### src/sv/t2r_pkg.sv
// Shared types and constants for the tiled-to-raster remapper.
package t2r_pkg;

  localparam int MAX_WIDTH_TILES_DEF = 128;
  localparam int MAX_HEIGHT_DEF      = 8192;

  localparam int TILE       = 32;
  localparam int TILE_LOG2  = 5;
  localparam int ADDR_W     = 25;
  localparam int CFG_IDX_W  = 2;
  localparam int CFG_DATA_W = 14;

  localparam logic [TILE_LOG2-1:0] POS_LAST = TILE_LOG2'(TILE - 1);

  localparam logic [7:0]  WIDTH_TILES_RST  = 8'd40;
  localparam logic [13:0] HEIGHT_LINES_RST = 14'd720;

  typedef enum logic [CFG_IDX_W-1:0] {
    CFG_WIDTH_TILES  = 2'd0,
    CFG_HEIGHT_LINES = 2'd1,
    CFG_PLANE_MODE   = 2'd2
  } t2r_cfg_idx_t;

  typedef enum logic [1:0] {
    PLANE_Y = 2'd0,
    PLANE_U = 2'd1,
    PLANE_V = 2'd2
  } t2r_plane_t;

  // Wrap flags of the tile position counter for the current byte.
  typedef struct packed {
    logic col_last;
    logic row_last;
    logic frame_last;
  } t2r_pos_flags_t;

endpackage

### src/sv/t2r_if.sv
// Valid/ready channel interfaces for source bytes and remapped results.
interface t2r_in_if;
  logic       valid;
  logic       ready;
  logic [7:0] src_byte;

  modport source (output valid, output src_byte, input ready);
  modport sink   (input valid, input src_byte, output ready);
endinterface

interface t2r_out_if;
  logic                       valid;
  logic                       ready;
  logic [1:0]                 dest_plane;
  logic [t2r_pkg::ADDR_W-1:0] dest_address;
  logic [7:0]                 pixel_value;
  logic                       write_enable;
  logic                       frame_last;

  modport source (output valid, output dest_plane, output dest_address,
                  output pixel_value, output write_enable, output frame_last,
                  input ready);
  modport sink   (input valid, input dest_plane, input dest_address,
                  input pixel_value, input write_enable, input frame_last,
                  output ready);
endinterface

### src/sv/t2r_tile_ctr.sv
// Tile-order position counter: byte, row in tile, tile column, tile row.
module t2r_tile_ctr #(
  parameter int COL_W  = 7,
  parameter int TROW_W = 8,
  parameter int WT_W   = 8,
  parameter int TR_W   = 9
) (
  input  logic                            clk,
  input  logic                            rst_n,
  input  logic                            advance,
  input  logic [WT_W-1:0]                 width_tiles,
  input  logic [TR_W-1:0]                 tile_rows,
  output logic [t2r_pkg::TILE_LOG2-1:0]   byte_in_row,
  output logic [t2r_pkg::TILE_LOG2-1:0]   row_in_tile,
  output logic [COL_W-1:0]                tile_column,
  output logic [TROW_W-1:0]               tile_row,
  output t2r_pkg::t2r_pos_flags_t         flags
);

  localparam int CW = (COL_W > WT_W ? COL_W : WT_W) + 1;
  localparam int RW = (TROW_W > TR_W ? TROW_W : TR_W) + 1;

  logic [t2r_pkg::TILE_LOG2-1:0] bir_r, bir_nxt;
  logic [t2r_pkg::TILE_LOG2-1:0] rit_r, rit_nxt;
  logic [COL_W-1:0]              col_r, col_nxt;
  logic [TROW_W-1:0]             trow_r, trow_nxt;
  logic                          col_last, row_last;

  // a column or tile row at or past the last one (config change) wraps
  assign col_last = (CW'(col_r) + CW'(1)) >= CW'(width_tiles);
  assign row_last = (RW'(trow_r) + RW'(1)) >= RW'(tile_rows);

  always_comb begin
    bir_nxt  = bir_r;
    rit_nxt  = rit_r;
    col_nxt  = col_r;
    trow_nxt = trow_r;
    if (advance) begin
      if (bir_r != t2r_pkg::POS_LAST) begin
        bir_nxt = bir_r + 1'b1;
      end else begin
        bir_nxt = '0;
        if (rit_r != t2r_pkg::POS_LAST) begin
          rit_nxt = rit_r + 1'b1;
        end else begin
          rit_nxt = '0;
          if (!col_last) begin
            col_nxt = col_r + 1'b1;
          end else begin
            col_nxt  = '0;
            trow_nxt = row_last ? '0 : trow_r + 1'b1;
          end
        end
      end
    end
  end

  always_ff @(posedge clk) begin
    if (!rst_n) begin
      bir_r  <= '0;
      rit_r  <= '0;
      col_r  <= '0;
      trow_r <= '0;
    end else begin
      bir_r  <= bir_nxt;
      rit_r  <= rit_nxt;
      col_r  <= col_nxt;
      trow_r <= trow_nxt;
    end
  end

  assign byte_in_row      = bir_r;
  assign row_in_tile      = rit_r;
  assign tile_column      = col_r;
  assign tile_row         = trow_r;
  assign flags.col_last   = col_last;
  assign flags.row_last   = row_last;
  assign flags.frame_last = (bir_r == t2r_pkg::POS_LAST) && (rit_r == t2r_pkg::POS_LAST)
                            && col_last && row_last;

endmodule

### src/sv/tiled_mb32_to_raster_remap.sv
// Bytes in 32x32 tile order give one raster placement each: one byte per clock
// when the output is not stalled; the single multiply-add stage (row times pitch
// plus column offset) lies between the capture register and the result register;
// a new transaction is taken every clock while the result register drains.
module tiled_mb32_to_raster_remap #(
  parameter int MAX_WIDTH_TILES = t2r_pkg::MAX_WIDTH_TILES_DEF,
  parameter int MAX_HEIGHT      = t2r_pkg::MAX_HEIGHT_DEF
) (
  input  logic                              clk,
  input  logic                              rst_n,
  input  logic                              cfg_we,
  input  logic [t2r_pkg::CFG_IDX_W-1:0]     cfg_index,
  input  logic [t2r_pkg::CFG_DATA_W-1:0]    cfg_wdata,
  t2r_in_if.sink                            in_chan,
  t2r_out_if.source                         out_chan
);

  localparam int TL      = t2r_pkg::TILE_LOG2;
  localparam int WT_W    = $clog2(MAX_WIDTH_TILES + 1);
  localparam int COL_W   = (MAX_WIDTH_TILES > 1) ? $clog2(MAX_WIDTH_TILES) : 1;
  localparam int TR_MAX  = (MAX_HEIGHT + t2r_pkg::TILE - 1) / t2r_pkg::TILE;
  localparam int TROW_W  = (TR_MAX > 1) ? $clog2(TR_MAX) : 1;
  localparam int TR_W    = $clog2(TR_MAX + 1);
  localparam int H_W     = $clog2(MAX_HEIGHT + 1);
  localparam int ROW_W   = TROW_W + TL;
  localparam int PITCH_W = WT_W + TL;
  localparam int PROD_W  = ROW_W + PITCH_W;
  localparam int SUM_W   = (PROD_W > t2r_pkg::ADDR_W ? PROD_W : t2r_pkg::ADDR_W) + 1;
  localparam int CMP_W   = (ROW_W > H_W ? ROW_W : H_W);

  // configuration
  logic [7:0]  width_tiles_r;
  logic [13:0] height_lines_r;
  logic        plane_mode_r;

  always_ff @(posedge clk) begin
    if (!rst_n) begin
      width_tiles_r  <= t2r_pkg::WIDTH_TILES_RST;
      height_lines_r <= t2r_pkg::HEIGHT_LINES_RST;
      plane_mode_r   <= 1'b0;
    end else if (cfg_we) begin
      unique case (t2r_pkg::t2r_cfg_idx_t'(cfg_index))
        t2r_pkg::CFG_WIDTH_TILES:  width_tiles_r  <= cfg_wdata[7:0];
        t2r_pkg::CFG_HEIGHT_LINES: height_lines_r <= cfg_wdata[13:0];
        t2r_pkg::CFG_PLANE_MODE:   plane_mode_r   <= cfg_wdata[0];
        default: ;
      endcase
    end
  end

  // clamped geometry
  logic [WT_W-1:0] wt_eff;
  logic [H_W-1:0]  h_eff;
  logic [H_W-1:0]  rows_vis;
  logic [TR_W-1:0] tile_rows;

  always_comb begin
    if (width_tiles_r == 8'd0)
      wt_eff = WT_W'(1);
    else if (32'(width_tiles_r) > 32'(MAX_WIDTH_TILES))
      wt_eff = WT_W'(MAX_WIDTH_TILES);
    else
      wt_eff = WT_W'(width_tiles_r);

    if (height_lines_r < 14'd2)
      h_eff = H_W'(2);
    else if (32'(height_lines_r) > 32'(MAX_HEIGHT))
      h_eff = H_W'(MAX_HEIGHT);
    else
      h_eff = H_W'(height_lines_r);

    rows_vis  = plane_mode_r ? (h_eff >> 1) : h_eff;
    tile_rows = TR_W'((32'(rows_vis) + 32'(t2r_pkg::TILE - 1)) >> TL);
  end

  // handshake and pipeline control
  logic s1_valid_r, out_valid_r;
  logic out_take, s1_take, in_acc;

  assign out_take       = !out_valid_r || out_chan.ready;
  assign s1_take        = !s1_valid_r || out_take;
  assign in_chan.ready  = s1_take;
  assign in_acc         = in_chan.valid && s1_take;

  // position counter
  logic [TL-1:0]              pos_bir, pos_rit;
  logic [COL_W-1:0]           pos_col;
  logic [TROW_W-1:0]          pos_trow;
  t2r_pkg::t2r_pos_flags_t    pos_flags;

  t2r_tile_ctr #(
    .COL_W  (COL_W),
    .TROW_W (TROW_W),
    .WT_W   (WT_W),
    .TR_W   (TR_W)
  ) u_ctr (
    .clk         (clk),
    .rst_n       (rst_n),
    .advance     (in_acc),
    .width_tiles (wt_eff),
    .tile_rows   (tile_rows),
    .byte_in_row (pos_bir),
    .row_in_tile (pos_rit),
    .tile_column (pos_col),
    .tile_row    (pos_trow),
    .flags       (pos_flags)
  );

  // capture stage
  logic [7:0]        s1_byte_r;
  logic [TL-1:0]     s1_bir_r, s1_rit_r;
  logic [COL_W-1:0]  s1_col_r;
  logic [TROW_W-1:0] s1_trow_r;
  logic              s1_last_r;

  always_ff @(posedge clk) begin
    if (!rst_n)
      s1_valid_r <= 1'b0;
    else if (s1_take)
      s1_valid_r <= in_chan.valid;
  end

  always_ff @(posedge clk) begin
    if (in_acc) begin
      s1_byte_r <= in_chan.src_byte;
      s1_bir_r  <= pos_bir;
      s1_rit_r  <= pos_rit;
      s1_col_r  <= pos_col;
      s1_trow_r <= pos_trow;
      s1_last_r <= pos_flags.frame_last;
    end
  end

  // address: row * pitch + column offset; chroma halves pitch and byte index
  logic [ROW_W-1:0]       row;
  logic [PITCH_W-1:0]     pitch;
  logic [COL_W+TL-1:0]    offs;
  logic [PROD_W-1:0]      prod;
  logic [SUM_W-1:0]       sum;
  logic                   row_vis, we;
  t2r_pkg::t2r_plane_t    plane;

  always_comb begin
    row     = {s1_trow_r, s1_rit_r};
    pitch   = plane_mode_r ? PITCH_W'({wt_eff, 4'b0}) : {wt_eff, 5'b0};
    offs    = plane_mode_r ? (COL_W+TL)'({s1_col_r, s1_bir_r[TL-1:1]})
                           : {s1_col_r, s1_bir_r};
    prod    = PROD_W'(row) * PROD_W'(pitch);
    sum     = SUM_W'(prod) + SUM_W'(offs);
    row_vis = CMP_W'(row) < CMP_W'(rows_vis);
    we      = !plane_mode_r || row_vis;
    if (!plane_mode_r)
      plane = t2r_pkg::PLANE_Y;
    else
      plane = s1_bir_r[0] ? t2r_pkg::PLANE_V : t2r_pkg::PLANE_U;
  end

  // result register
  logic [1:0]                 out_plane_r;
  logic [t2r_pkg::ADDR_W-1:0] out_addr_r;
  logic [7:0]                 out_byte_r;
  logic                       out_we_r, out_last_r;

  always_ff @(posedge clk) begin
    if (!rst_n)
      out_valid_r <= 1'b0;
    else if (out_take)
      out_valid_r <= s1_valid_r;
  end

  always_ff @(posedge clk) begin
    if (out_take && s1_valid_r) begin
      out_plane_r <= plane;
      out_addr_r  <= we ? sum[t2r_pkg::ADDR_W-1:0] : '0;
      out_byte_r  <= s1_byte_r;
      out_we_r    <= we;
      out_last_r  <= s1_last_r;
    end
  end

  assign out_chan.valid        = out_valid_r;
  assign out_chan.dest_plane   = out_plane_r;
  assign out_chan.dest_address = out_addr_r;
  assign out_chan.pixel_value  = out_byte_r;
  assign out_chan.write_enable = out_we_r;
  assign out_chan.frame_last   = out_last_r;

  // checks
  a_wrap_after_last: assert property (@(posedge clk) disable iff (!rst_n)
    in_acc && pos_flags.frame_last |=>
      pos_bir == '0 && pos_rit == '0 && pos_col == '0 && pos_trow == '0)
    else $error("counters did not wrap after end of frame");

  a_discard_addr_zero: assert property (@(posedge clk) disable iff (!rst_n)
    out_valid_r && !out_we_r |-> out_addr_r == '0)
    else $error("discarded byte carries nonzero address");

  a_plane_code: assert property (@(posedge clk) disable iff (!rst_n)
    out_valid_r |-> out_plane_r != 2'd3)
    else $error("invalid destination plane");

  a_full_stall: assert property (@(posedge clk) disable iff (!rst_n)
    s1_valid_r && out_valid_r && !out_chan.ready |-> !in_chan.ready)
    else $error("input accepted with both stages full");

  a_result_follows: assert property (@(posedge clk) disable iff (!rst_n)
    s1_valid_r && out_take |=> out_valid_r)
    else $error("captured transaction lost");

endmodule

### src/flat_wrapper.sv
// flat-port wrapper written by rule: the top's interface ports become plain ports
module tiled_mb32_to_raster_remap_flat 
#(
  parameter int MAX_WIDTH_TILES = t2r_pkg::MAX_WIDTH_TILES_DEF,
  parameter int MAX_HEIGHT      = t2r_pkg::MAX_HEIGHT_DEF
)
  (clk, rst_n, cfg_we, cfg_index, cfg_wdata, in_chan_valid, in_chan_src_byte, in_chan_ready, out_chan_valid, out_chan_dest_plane, out_chan_dest_address, out_chan_pixel_value, out_chan_write_enable, out_chan_frame_last, out_chan_ready);
  t2r_in_if in_chan_i ();
  t2r_out_if out_chan_i ();
  input  logic clk;
  input  logic rst_n;
  input  logic cfg_we;
  input  logic [t2r_pkg::CFG_IDX_W-1:0] cfg_index;
  input  logic [t2r_pkg::CFG_DATA_W-1:0] cfg_wdata;
  input wire logic [$bits(in_chan_i.valid)-1:0] in_chan_valid;
  input wire logic [$bits(in_chan_i.src_byte)-1:0] in_chan_src_byte;
  output wire logic [$bits(in_chan_i.ready)-1:0] in_chan_ready;
  output wire logic [$bits(out_chan_i.valid)-1:0] out_chan_valid;
  output wire logic [$bits(out_chan_i.dest_plane)-1:0] out_chan_dest_plane;
  output wire logic [$bits(out_chan_i.dest_address)-1:0] out_chan_dest_address;
  output wire logic [$bits(out_chan_i.pixel_value)-1:0] out_chan_pixel_value;
  output wire logic [$bits(out_chan_i.write_enable)-1:0] out_chan_write_enable;
  output wire logic [$bits(out_chan_i.frame_last)-1:0] out_chan_frame_last;
  input wire logic [$bits(out_chan_i.ready)-1:0] out_chan_ready;
  assign in_chan_i.valid = in_chan_valid;
  assign in_chan_i.src_byte = in_chan_src_byte;
  assign in_chan_ready = in_chan_i.ready;
  assign out_chan_valid = out_chan_i.valid;
  assign out_chan_dest_plane = out_chan_i.dest_plane;
  assign out_chan_dest_address = out_chan_i.dest_address;
  assign out_chan_pixel_value = out_chan_i.pixel_value;
  assign out_chan_write_enable = out_chan_i.write_enable;
  assign out_chan_frame_last = out_chan_i.frame_last;
  assign out_chan_i.ready = out_chan_ready;
  tiled_mb32_to_raster_remap #(.MAX_WIDTH_TILES(MAX_WIDTH_TILES), .MAX_HEIGHT(MAX_HEIGHT)) u_core (.clk(clk), .rst_n(rst_n), .cfg_we(cfg_we), .cfg_index(cfg_index), .cfg_wdata(cfg_wdata), .in_chan(in_chan_i), .out_chan(out_chan_i));
endmodule
### config.mk
export PLATFORM = sky130hd
export DESIGN_NAME = tiled_mb32_to_raster_remap_flat
export DESIGN_NICKNAME = d
export VERILOG_FILES = /design/src/sv/t2r_pkg.sv /design/src/sv/t2r_if.sv /design/src/sv/t2r_tile_ctr.sv /design/src/sv/tiled_mb32_to_raster_remap.sv /design/src/flat_wrapper.sv
export SDC_FILE = /design/constraint.sdc
export NUM_CORES = 1
export LEC_CHECK = 0
export BUFFER_PORTS_ARGS = -buffer_cell sky130_fd_sc_hd__buf_4
export CAP_MARGIN = 25
export CELL_PAD_IN_SITES_DETAIL_PLACEMENT = 1
export CELL_PAD_IN_SITES_GLOBAL_PLACEMENT = 1
export CORE_MARGIN = 2
export CORE_UTILIZATION = 45
export CTS_BUF_LIST = sky130_fd_sc_hd__clkbuf_16
export DETAILED_ROUTE_END_ITERATION = 12
export PLACE_DENSITY_LB_ADDON = 0.1
export SKIP_CTS_REPAIR_TIMING = 1
export SLEW_MARGIN = 20
export SYNTH_ARGS = -nofsm -noshare
export SYNTH_HDL_FRONTEND = slang
export SYNTH_SLANG_ARGS = --single-unit
### constraint.sdc
create_clock -name clk -period 11.2 [get_ports clk]
set_input_delay 2.24 -clock clk [delete_from_list [all_inputs] [get_ports clk]]
set_output_delay 2.24 -clock clk [all_outputs]
set_load 0.01 [all_outputs]
==> reports/qor.json, run 1 <==
{
  "status": {
    "run_status": "finished, final reports clean"
  },
  "cts": {
    "cts_made_buffers": 17,
    "cts_root_buffer": "clkbuf_16",
    "cts.path.max_buffers": 2,
    "clkTransAtPathRegs_ns": 0.07,
    "worst_skew_pair.late_latency_ns": 0.43,
    "clock_tree_from_tritoncts": "built",
    "number_of_levels_the_h_tree_was_split_into": 4,
    "clock_sinks": 121
  },
  "logic_synthesis": {
    "post_synthesis_sequential_area_ratio": 0.308,
    "synth-edff-count": 71,
    "post_synth_inst_count": 1031,
    "synth_top_area_frac": 0.210,
    "synth_top_cell_by_area": "edfxtp_1",
    "synth_cell_types": 66,
    "yosys_warnings": 0,
    "syn-cell-area_um2": 10200,
    "synth_top_cells_by_count": "131 x nand2_1, 112 x inv_1, 111 x ha_1",
    "syn-mean-instance-area_um2": 9.86,
    "yosysMostFrequentCell": "nand2_1",
    "ys_async_sr_fraction": 0,
    "postSynthNetCount": 1251,
    "synth.top_cells.by_area": "edfxtp_1 21%, fa_1 16%, ha_1 14%",
    "synth.ff_latch_count": 121,
    "synth-main-ff-cell": "edfxtp_1"
  },
  "setup_path": {
    "critPathKind": "register to register",
    "critPathMaxFanout": 17,
    "worst_ep_arrival_time_ns": 6.95,
    "worstSetupStartpointType": "register",
    "worst_ep_required_time_ns": 11.38,
    "critical_path.endpoint_type": "register"
  },
  "timing": {
    "fmaxAchievable_ghz": 0.148,
    "report.final.hold_viol_count": 0,
    "rsz0062_at_grt": "false",
    "fin_worst_skew_ns": 0.0146,
    "timing.final.max_slew_violations": 0,
    "min_period_ns": 6.77,
    "setup-violations-final": 0,
    "worst_pin_slew_ns": 0.973,
    "share_of_the_clock_period_used_by_the_worst_path_after_layout": 0.605,
    "tns_ns": 0,
    "maxSlewHeadroom": 0.333
  },
  "pwr": {
    "max-vdd-ir-drop_uv": 80.1,
    "power.density_nw_per_um2": 121,
    "power.total_mw": 1.40,
    "power.static_leakage_nw": 5.37
  },
  "die": {
    "core_area_um2": 22400,
    "die_h_um": 154,
    "rows": 55,
    "pin_count": 68,
    "initial_core_util": 0.453,
    "fp.dieW_um": 154,
    "die-area_um2": 23800
  },
  "drt": {
    "routed-via-count": 7489,
    "route.detailed.wl_per_inst_um": 16.8,
    "drc_errors": 0,
    "first_pass_iters": 4,
    "routed_wirelength_um": 23300,
    "drt_iter0_markers": 274,
    "route.detailed.vias_per_inst": 5.39,
    "final_ant_viol_nets": 0
  },
  "global_routing": {
    "global_route.overflow_total": 0,
    "grt_max_degree": 45,
    "number_of_global_route_vias_before_repair": 7736,
    "grt_pass1_wl_um": 39000,
    "antenna_found_initial": 0,
    "grt_use_total": 0.205
  },
  "layout": {
    "layout.area.seq_um2": 3130,
    "post_route_cells_drive_above_1_share": 0.127,
    "multi_input_area_um2": 6480,
    "n_antenna_cell": 0,
    "fin_area_um2": 11600,
    "nNetsFinal": 1311,
    "final_core_util": 0.516,
    "nFillCells": 2508,
    "area_delta_synth_final_pct": 13.8
  },
  "place": {
    "place.gp.congestion": 0.800,
    "placement.cell_area_um2": 10900,
    "portBuffers": 67,
    "dp.final_hpwl_um": 17900
  },
  "worst_hold_path": {
    "timing.hold.worst.class": "register to register"
  },
  "run": {
    "cap_violations": 0
  }
}
metal layers:
metal | global-route usage | up-vias | wire [um]
met4 | 0.0494 | 0 | 218
met1 | 0.274 | 3732 | 11100
met5 | 0 | - | 0
li1 | - | 3641 | -
met2 | 0.350 | 98 | 11300
met3 | 0.0331 | 18 | 641
cell type report:
cell class                 count  share of cell area
sequential                   121               0.271
multi-input combinational    762               0.560
clock inverter                15              0.0154
inverter                     115              0.0373
clock buffer                  17              0.0368
tap                          285              0.0308
timing repair buffer          74              0.0489
placed cells by master, fill, tap and decap left out, types with 4 or more instances in the layout:
master and n:
nor2b_1 5, o21ai_0 16, inv_1 112, a21oi_1 52
xor2_1 16, a32o_1 4, mux2i_1 19, o211a_1 4
o22ai_1 7, o211ai_1 5, inv_8 4, edfxtp_1 71
dfxtp_1 49, mux2_2 12, xnor2_1 22, ha_1 111
a21o_1 9, and3_1 14, buf_4 71, nand3b_1 7
nor2_1 52, a31oi_1 14, clkbuf_16 17, o21a_1 7
and2_1 69, nand2_1 131, inv_6 5, nor3_1 10
a41oi_1 5, nand2b_1 11, nand3_1 25, fa_1 80
worst max-delay path: stages (launching register included):
cell and delay [ns]:
dfxtp_2 0.57, mux2i_1 0.83, nand2_1 0.19, fa_1 0.57, inv_1 0.05, fa_1 0.50, inv_1 0.05, fa_1 0.48
inv_1 0.05, fa_1 0.47, ha_1 0.29, inv_1 0.05, fa_1 0.52, inv_1 0.04, ha_1 0.36, a21oi_1 0.09
o31ai_1 0.37, nor2_1 0.10, a22oi_1 0.42, a21oi_1 0.18, o31a_1 0.32
metrics by stage:
stage	setup slack [ns]	cells	hold slack, ns
CTS	4.37	1387	0.421
global route	3.88	1389	0.425
global placement	4.57	1354	0.401
detailed placement	4.38	1355	0.406
finish	4.43	1389	0.419
floorplan	4.88	1031	0.400
report_power, final:
part | total, mW | leakage, nW | switching [mW] | internal [mW]
Combinational | 0.316 | 3.97 | 0.182 | 0.134
Clock | 0.569 | 0.297 | 0.249 | 0.319
Sequential | 0.517 | 1.10 | 0.0167 | 0.500
Total | 1.40 | 5.37 | 0.448 | 0.954
worst paths after layout:
check	startpoint	end	slack [ns]	cells past startpoint
hold / removal	u_core.s1_byte_r[7]	u_core.out_chan.pixel_value[7]	0.42	0
setup / recovery	u_core.plane_mode_r	u_core.out_chan.dest_address[22]	4.43	20
hold reg to reg	u_core.s1_byte_r[7]	u_core.out_chan.pixel_value[7]	0.42	0
setup reg to reg	u_core.plane_mode_r	u_core.out_chan.dest_address[22]	4.43	20
logic make-up (layout without fill, tap and decap cells):
group	count (synthesis)	after routing	share of synthesized area
AND/OR/NAND/NOR	350	350	0.176
adder cells (fa/ha/maj)	191	191	0.294
AO/OA/AOI/OAI	151	151	0.0999
buffers and inverters	148	221	0.0559
flip-flops	121	121	0.308
XOR/XNOR	38	38	0.0327
multiplexers	32	32	0.0330
sequential cells by signal (all words and copies together), names as in the netlist, 2 cells and up:
| name | cells |
|---|---|
| u_core.out_chan.dest_plane | 2 |
| u_core.u_ctr.row_in_tile | 5 |
| u_core.s1_bir_r | 5 |
| u_core.u_ctr.tile_column | 7 |
| u_core.out_chan.dest_address | 25 |
| u_core.height_lines_r | 14 |
| u_core.s1_rit_r | 5 |
| u_core.u_ctr.byte_in_row | 5 |
| u_core.s1_byte_r | 8 |
| u_core.s1_trow_r | 8 |
| u_core.width_tiles_r | 8 |
| u_core.out_chan.pixel_value | 8 |
| u_core.u_ctr.tile_row | 8 |
| u_core.s1_col_r | 7 |
No activity file was read; power rests on OpenSTA's default activity.
==> run 2: changes to the inputs <==
--- a/config.mk
+++ b/config.mk
@@ -10,7 +10,7 @@
 export CELL_PAD_IN_SITES_DETAIL_PLACEMENT = 1
 export CELL_PAD_IN_SITES_GLOBAL_PLACEMENT = 1
 export CORE_MARGIN = 2
-export CORE_UTILIZATION = 45
+export CORE_UTILIZATION = 44
 export CTS_BUF_LIST = sky130_fd_sc_hd__clkbuf_16
 export DETAILED_ROUTE_END_ITERATION = 12
 export PLACE_DENSITY_LB_ADDON = 0.1
==> constraint.sdc (replaced) <==
create_clock -name clk -period 5.45 [get_ports clk]
set_input_delay 1.09 -clock clk [delete_from_list [all_inputs] [get_ports clk]]
set_output_delay 1.09 -clock clk [all_outputs]
set_load 0.01 [all_outputs]
==> run 2 against run 1 <==
  * The flow now finishes with violations (setup timing)
  * Cell count grew 6.9%
  * Hold slack lost 0.0011 ns
  * Clock skew up 0.0014 ns
  * Critical endpoint is now u_core.out_chan.dest_address[23]
  * Largest power group unchanged
  * Die area grew 2.2%
  * Total power rose by 130%
  * Non-clock buffer count grew 95
==> reports/qor.json, run 2 (same netlist as run 1, synthesis figures left out) <==
{
  "status": {
    "run_status": "complete, but fails checks",
    "violations_in_the_final_reports": "setup timing"
  },
  "die": {
    "pin_count": 68,
    "core_area_um2": 22600,
    "die-area_um2": 24300,
    "fp.dieW_um": 156,
    "initial_core_util": 0.449,
    "die_h_um": 156,
    "rows": 55
  },
  "cts": {
    "clkTransAtPathRegs_ns": 0.07,
    "cts.path.max_buffers": 2,
    "number_of_levels_the_h_tree_was_split_into": 4,
    "worst_skew_pair.late_latency_ns": 0.44,
    "cts_made_buffers": 17,
    "clock_sinks": 121,
    "clock_tree_from_tritoncts": "built",
    "cts_root_buffer": "clkbuf_16"
  },
  "timing": {
    "rsz0062_at_grt": "true",
    "tns_ns": -2.95,
    "maxSlewHeadroom": 0.375,
    "fmaxAchievable_ghz": 0.173,
    "fin_worst_skew_ns": 0.0160,
    "setup-violations-final": 13,
    "post-route-worst-setup-slack_ns": -0.328,
    "share_of_the_clock_period_used_by_the_worst_path_after_layout": 1.06,
    "report.final.hold_viol_count": 0,
    "hold_ws_ns": 0.418,
    "worst_pin_slew_ns": 0.935,
    "min_period_ns": 5.78,
    "timing.final.max_slew_violations": 0
  },
  "setup_path": {
    "critPathLaunch": "u_core.width_tiles_r[2]",
    "critPathMaxFanout": 5,
    "critical_path.endpoint_type": "register",
    "rr_startpoint": "u_core.width_tiles_r[2]",
    "critPathKind": "register to register",
    "worst_ep_required_time_ns": 5.61,
    "worstSetupStartpointType": "register",
    "worst_ep_arrival_time_ns": 5.94
  },
  "pwr": {
    "power.density_nw_per_um2": 248,
    "power.total_mw": 3.17,
    "max-vdd-ir-drop_uv": 191,
    "power.static_leakage_nw": 5.93
  },
  "global_routing": {
    "antenna_found_initial": 0,
    "number_of_global_route_vias_before_repair": 8364,
    "grt_use_total": 0.219,
    "global_route.overflow_total": 0,
    "grt_pass1_wl_um": 42300,
    "grt_max_degree": 44
  },
  "layout": {
    "final_cell_count_no_fill": 1485,
    "final_common_cell": "buf_4",
    "largest_reg_flops": 25,
    "post_route_cells_drive_above_1_share": 0.251,
    "area_delta_synth_final_pct": 25.5,
    "final_cell_mix": "162 x buf_4, 123 x nand2_1, 105 x inv_1",
    "n_antenna_cell": 0,
    "nNetsFinal": 1407
  },
  "worst_hold_path": {
    "hold_path_startpoint": "u_core.s1_byte_r[3]",
    "timing.hold.worst.class": "register to register"
  },
  "place": {
    "place_ws_ns": -0.485,
    "portBuffers": 67,
    "dp.final_hpwl_um": 19000,
    "place_inst": 1440,
    "place.gp.congestion": 0.816
  },
  "drt": {
    "first_pass_iters": 4,
    "drt_iter0_markers": 337,
    "route.detailed.vias_per_inst": 5.32,
    "routed-via-count": 7899,
    "final_ant_viol_nets": 0,
    "route.detailed.wl_per_inst_um": 17.9,
    "routed_wirelength_um": 26600,
    "drc_errors": 0
  },
  "run": {
    "cap_violations": 0
  }
}
## run 2: cell types whose count changed in the layout (fill, tap and decap cells not counted), moves of 8 or more
cell / change
buf_4: +91
ha_4: +15
ha_1: -15
nand2_1: -8
a21oi_1: -9
## run 2: final cells by class
cell class | instances | area (um^2)
multi-input combinational | 763 | 6940
clock buffer | 17 | 425
tap | 285 | 357
sequential | 121 | 3140
fill | 2488 | 9870
inverter | 115 | 432
clock inverter | 15 | 171
timing repair buffer | 169 | 1300
## run 2: metrics by stage
| step | util | area (um^2) |
|---|---|---|
| global route | 0.564 | 12800 |
| floorplan | - | 10400 |
| CTS | 0.544 | 12300 |
| detailed placement | 0.518 | 11700 |
| finish | 0.564 | 12800 |
| global placement | 0.518 | 11700 |
## run 2: worst paths after layout
path | endpoint | slack (ns) | depth (start not counted)
max | u_core.out_chan.dest_address[23] | -0.33 | 25
min | u_core.out_chan.pixel_value[3] | 0.42 | 0
max reg2reg | u_core.out_chan.dest_address[23] | -0.33 | 25
min reg2reg | u_core.out_chan.pixel_value[3] | 0.42 | 0
## run 2: where the power goes
group          switching (mW)  internal [mW]  leakage [nW]
logic                   0.473          0.451          4.53
registers              0.0342           1.03          1.10
clock network           0.529          0.657         0.292
## run 2: worst max-delay path, stage by stage (launching register included)
cell and delay, ns:
dfxtp_1 0.34, nor4_4 0.27, a21oi_2 0.11, nor3_2 0.24
a31o_4 0.18, nand2_2 0.07, fa_1 0.54, inv_2 0.04
fa_1 0.48, inv_1 0.05, fa_1 0.49, inv_2 0.04
fa_1 0.47, ha_1 0.31, inv_2 0.04, fa_1 0.51
inv_2 0.04, ha_4 0.28, nand3_4 0.07, buf_4 0.14
nor2_4 0.12, o21a_1 0.17, o211a_1 0.19, o22ai_2 0.09
xor2_1 0.18, nor2_1 0.05
## run 2: metal layers
layer  vias to the layer above  routed length [um]  GRT usage
met2                       101               13600      0.394
li1                       3842                   -          -
met4                         0                 333     0.0542
met1                      3930               12200      0.281
met3                        26                 505     0.0272
met5                         -                   0          0
==> run 3: changes to the inputs <==
--- a/config.mk
+++ b/config.mk
@@ -13,9 +13,8 @@
 export CORE_UTILIZATION = 44
 export CTS_BUF_LIST = sky130_fd_sc_hd__clkbuf_16
 export DETAILED_ROUTE_END_ITERATION = 12
-export PLACE_DENSITY_LB_ADDON = 0.1
+export PLACE_DENSITY = 0.88
 export SKIP_CTS_REPAIR_TIMING = 1
-export SLEW_MARGIN = 20
 export SYNTH_ARGS = -nofsm -noshare
 export SYNTH_HDL_FRONTEND = slang
 export SYNTH_SLANG_ARGS = --single-unit
==> run 3 against run 2 <==
  * The flow still finishes with violations (setup timing)
  * Global-route usage rose by 6.7 points
  * Wire length rose by 33%
  * Register-to-register slack worse by 0.26 ns
  * Sequential power is essentially flat
  * Utilization fell by 0.39 points
  * Via count is 10% higher
  * Hold slack better by 0.0026 ns
  * Critical path type unchanged
  * Largest cell class unchanged
==> reports/qor.json, run 3 (same netlist as run 1, synthesis figures left out) <==
{
  "place": {
    "place.gp.congestion": 0.847,
    "portBuffers": 67,
    "dp.final_hpwl_um": 21900,
    "place_inst": 1441,
    "placement.cell_area_um2": 11800
  },
  "layout": {
    "final_cell_count_no_fill": 1482,
    "final_common_cell": "buf_4",
    "final_cell_mix": "164 x buf_4, 124 x nand2_1, 104 x inv_1",
    "area_delta_synth_final_pct": 24.7,
    "n_antenna_cell": 0,
    "fin_area_um2": 12700,
    "largest_reg_flops": 25,
    "post_route_cells_drive_above_1_share": 0.246,
    "nNetsFinal": 1404
  },
  "timing": {
    "report.final.hold_viol_count": 0,
    "worst_pin_slew_ns": 0.952,
    "timing.final.max_slew_violations": 0,
    "fin_worst_skew_ns": 0.0164,
    "min_period_ns": 6.04,
    "rsz0062_at_grt": "true",
    "tns_ns": -6.10,
    "share_of_the_clock_period_used_by_the_worst_path_after_layout": 1.11,
    "fmaxAchievable_ghz": 0.166,
    "maxSlewHeadroom": 0.365,
    "post-route-worst-setup-slack_ns": -0.586,
    "setup-violations-final": 15
  },
  "global_routing": {
    "grt_use_total": 0.286,
    "global_route.overflow_total": 0,
    "number_of_global_route_vias_before_repair": 9593,
    "grt_pass1_wl_um": 53000,
    "antenna_found_initial": 0,
    "grt_max_degree": 44
  },
  "setup_path": {
    "worst_ep_arrival_time_ns": 6.23,
    "critical-path-slowest-cell": "fa_1",
    "worst_path_dominant_cell_family": "adder cells",
    "critPathKind": "register to register",
    "crit_path_end": "u_core.out_chan.dest_address[22]",
    "critical_path.endpoint_type": "register",
    "critPathMaxFanout": 5,
    "cp_num_cells": 25,
    "worst_ep_required_time_ns": 5.65,
    "rr_startpoint": "u_core.width_tiles_r[1]",
    "critPathLaunch": "u_core.width_tiles_r[1]",
    "critPathMostFrequentCell": "fa_1",
    "worstReg2RegEnd": "u_core.out_chan.dest_address[22]",
    "critical_path.max_stage_delay_ns": 0.55,
    "cp.buffers_inverters": 6,
    "reg2reg_setup_slack_ns": -0.59,
    "worstSetupStartpointType": "register",
    "timing.reg2reg.worst_path_depth": 25
  },
  "cts": {
    "clock_tree_from_tritoncts": "built",
    "clock_sinks": 121,
    "number_of_levels_the_h_tree_was_split_into": 4,
    "cts_made_buffers": 17,
    "worst_skew_pair.late_latency_ns": 0.45,
    "cts.path.max_buffers": 2,
    "cts_root_buffer": "clkbuf_16",
    "clkTransAtPathRegs_ns": 0.06
  },
  "die": {
    "pin_count": 68,
    "rows": 55,
    "initial_core_util": 0.449,
    "core_area_um2": 22600,
    "die-area_um2": 24300,
    "fp.dieW_um": 156,
    "die_h_um": 156
  },
  "run": {
    "cap_violations": 0
  },
  "pwr": {
    "power.share.switching": 0.339,
    "power.static_leakage_nw": 5.91,
    "power.total_mw": 3.29,
    "clock_power_share": 0.377,
    "power.net_switching_mw": 1.12,
    "seqPwrFrac": 0.323,
    "power.density_nw_per_um2": 260,
    "combinationalPowerShare": 0.300,
    "intPower_mw": 2.18,
    "max-vdd-ir-drop_uv": 239
  },
  "drt": {
    "route.detailed.vias_per_inst": 5.86,
    "drt_iter0_markers": 666,
    "route.detailed.wl_per_inst_um": 24.0,
    "final_ant_viol_nets": 0,
    "routed-via-count": 8690,
    "routed_wirelength_um": 35500,
    "drc_errors": 0,
    "first_pass_iters": 5
  },
  "status": {
    "run_status": "complete, but fails checks",
    "violations_in_the_final_reports": "setup timing"
  },
  "worst_hold_path": {
    "timing.hold.worst.class": "register to register"
  }
}
==> run 3: cell count changes in the layout (fill, tap and decap cells not counted), moves of 2 or more <==
cell	before	now
a31o_4	2	0
a21oi_1	43	45
buf_6	5	1
a21oi_2	7	5
buf_4	162	164
==> run 3: how the worst min path moves through the flow <==
stage                                   start                        endpoint  slack (ns)  cells after the start
final                     u_core.s1_byte_r[4]  u_core.out_chan.pixel_value[4]        0.42                      0
after global routing      u_core.s1_byte_r[4]  u_core.out_chan.pixel_value[4]        0.43                      0
after CTS                 u_core.s1_byte_r[4]  u_core.out_chan.pixel_value[4]        0.42                      0
after detailed placement  u_core.s1_byte_r[4]  u_core.out_chan.pixel_value[4]        0.41                      0
after global placement    u_core.s1_byte_r[6]  u_core.out_chan.pixel_value[6]        0.40                      0
after floorplan              u_core.s1_last_r      u_core.out_chan.frame_last        0.40                      0
==> run 3: power by group through the flow <==
stage	sequential, mW	clock (mW)	combinational (mW)
floorplan	1.08	0	0.504
global placement	1.08	0	0.766
detailed placement	1.08	0	0.829
CTS	1.06	1.25	0.873
global route	1.07	1.28	1.07
finish	1.06	1.24	0.988
==> run 3: layout make-up <==
class / instances / area (um^2)
clock buffer: 17 / 425
sequential: 121 / 3140
clock inverter: 15 / 178
inverter: 115 / 432
timing repair buffer: 167 / 1280
tap: 285 / 357
multi-input combinational: 762 / 6870
fill: 2474 / 9960
==> run 3: through the flow <==
step	hold slack [ns]	util	worst slack [ns]
floorplan	0.400	-	-0.0792
global placement	0.401	0.518	-0.195
detailed placement	0.409	0.519	-0.580
CTS	0.423	0.546	-0.840
global route	0.431	0.560	-0.818
finish	0.421	0.560	-0.586
==> run 3: layer usage <==
metal / global-route usage / vias up / part of all wire
li1: - / 3816 / -
met1: 0.315 / 4353 / 0.38
met2: 0.512 / 383 / 0.52
met3: 0.0556 / 138 / 0.049
met4: 0.170 / 0 / 0.055
met5: 0 / - / 0
==> run 3: worst reg2reg max path: cells and delay by family (launching register included) <==
kind / cells / cell delay [ns]
adder cells (fa/ha/maj): 7 / 3.03
AND/OR/NAND/NOR: 5 / 0.75
buffers and inverters: 6 / 0.62
AO/OA/AOI/OAI: 7 / 1.06
flip-flops: 1 / 0.33
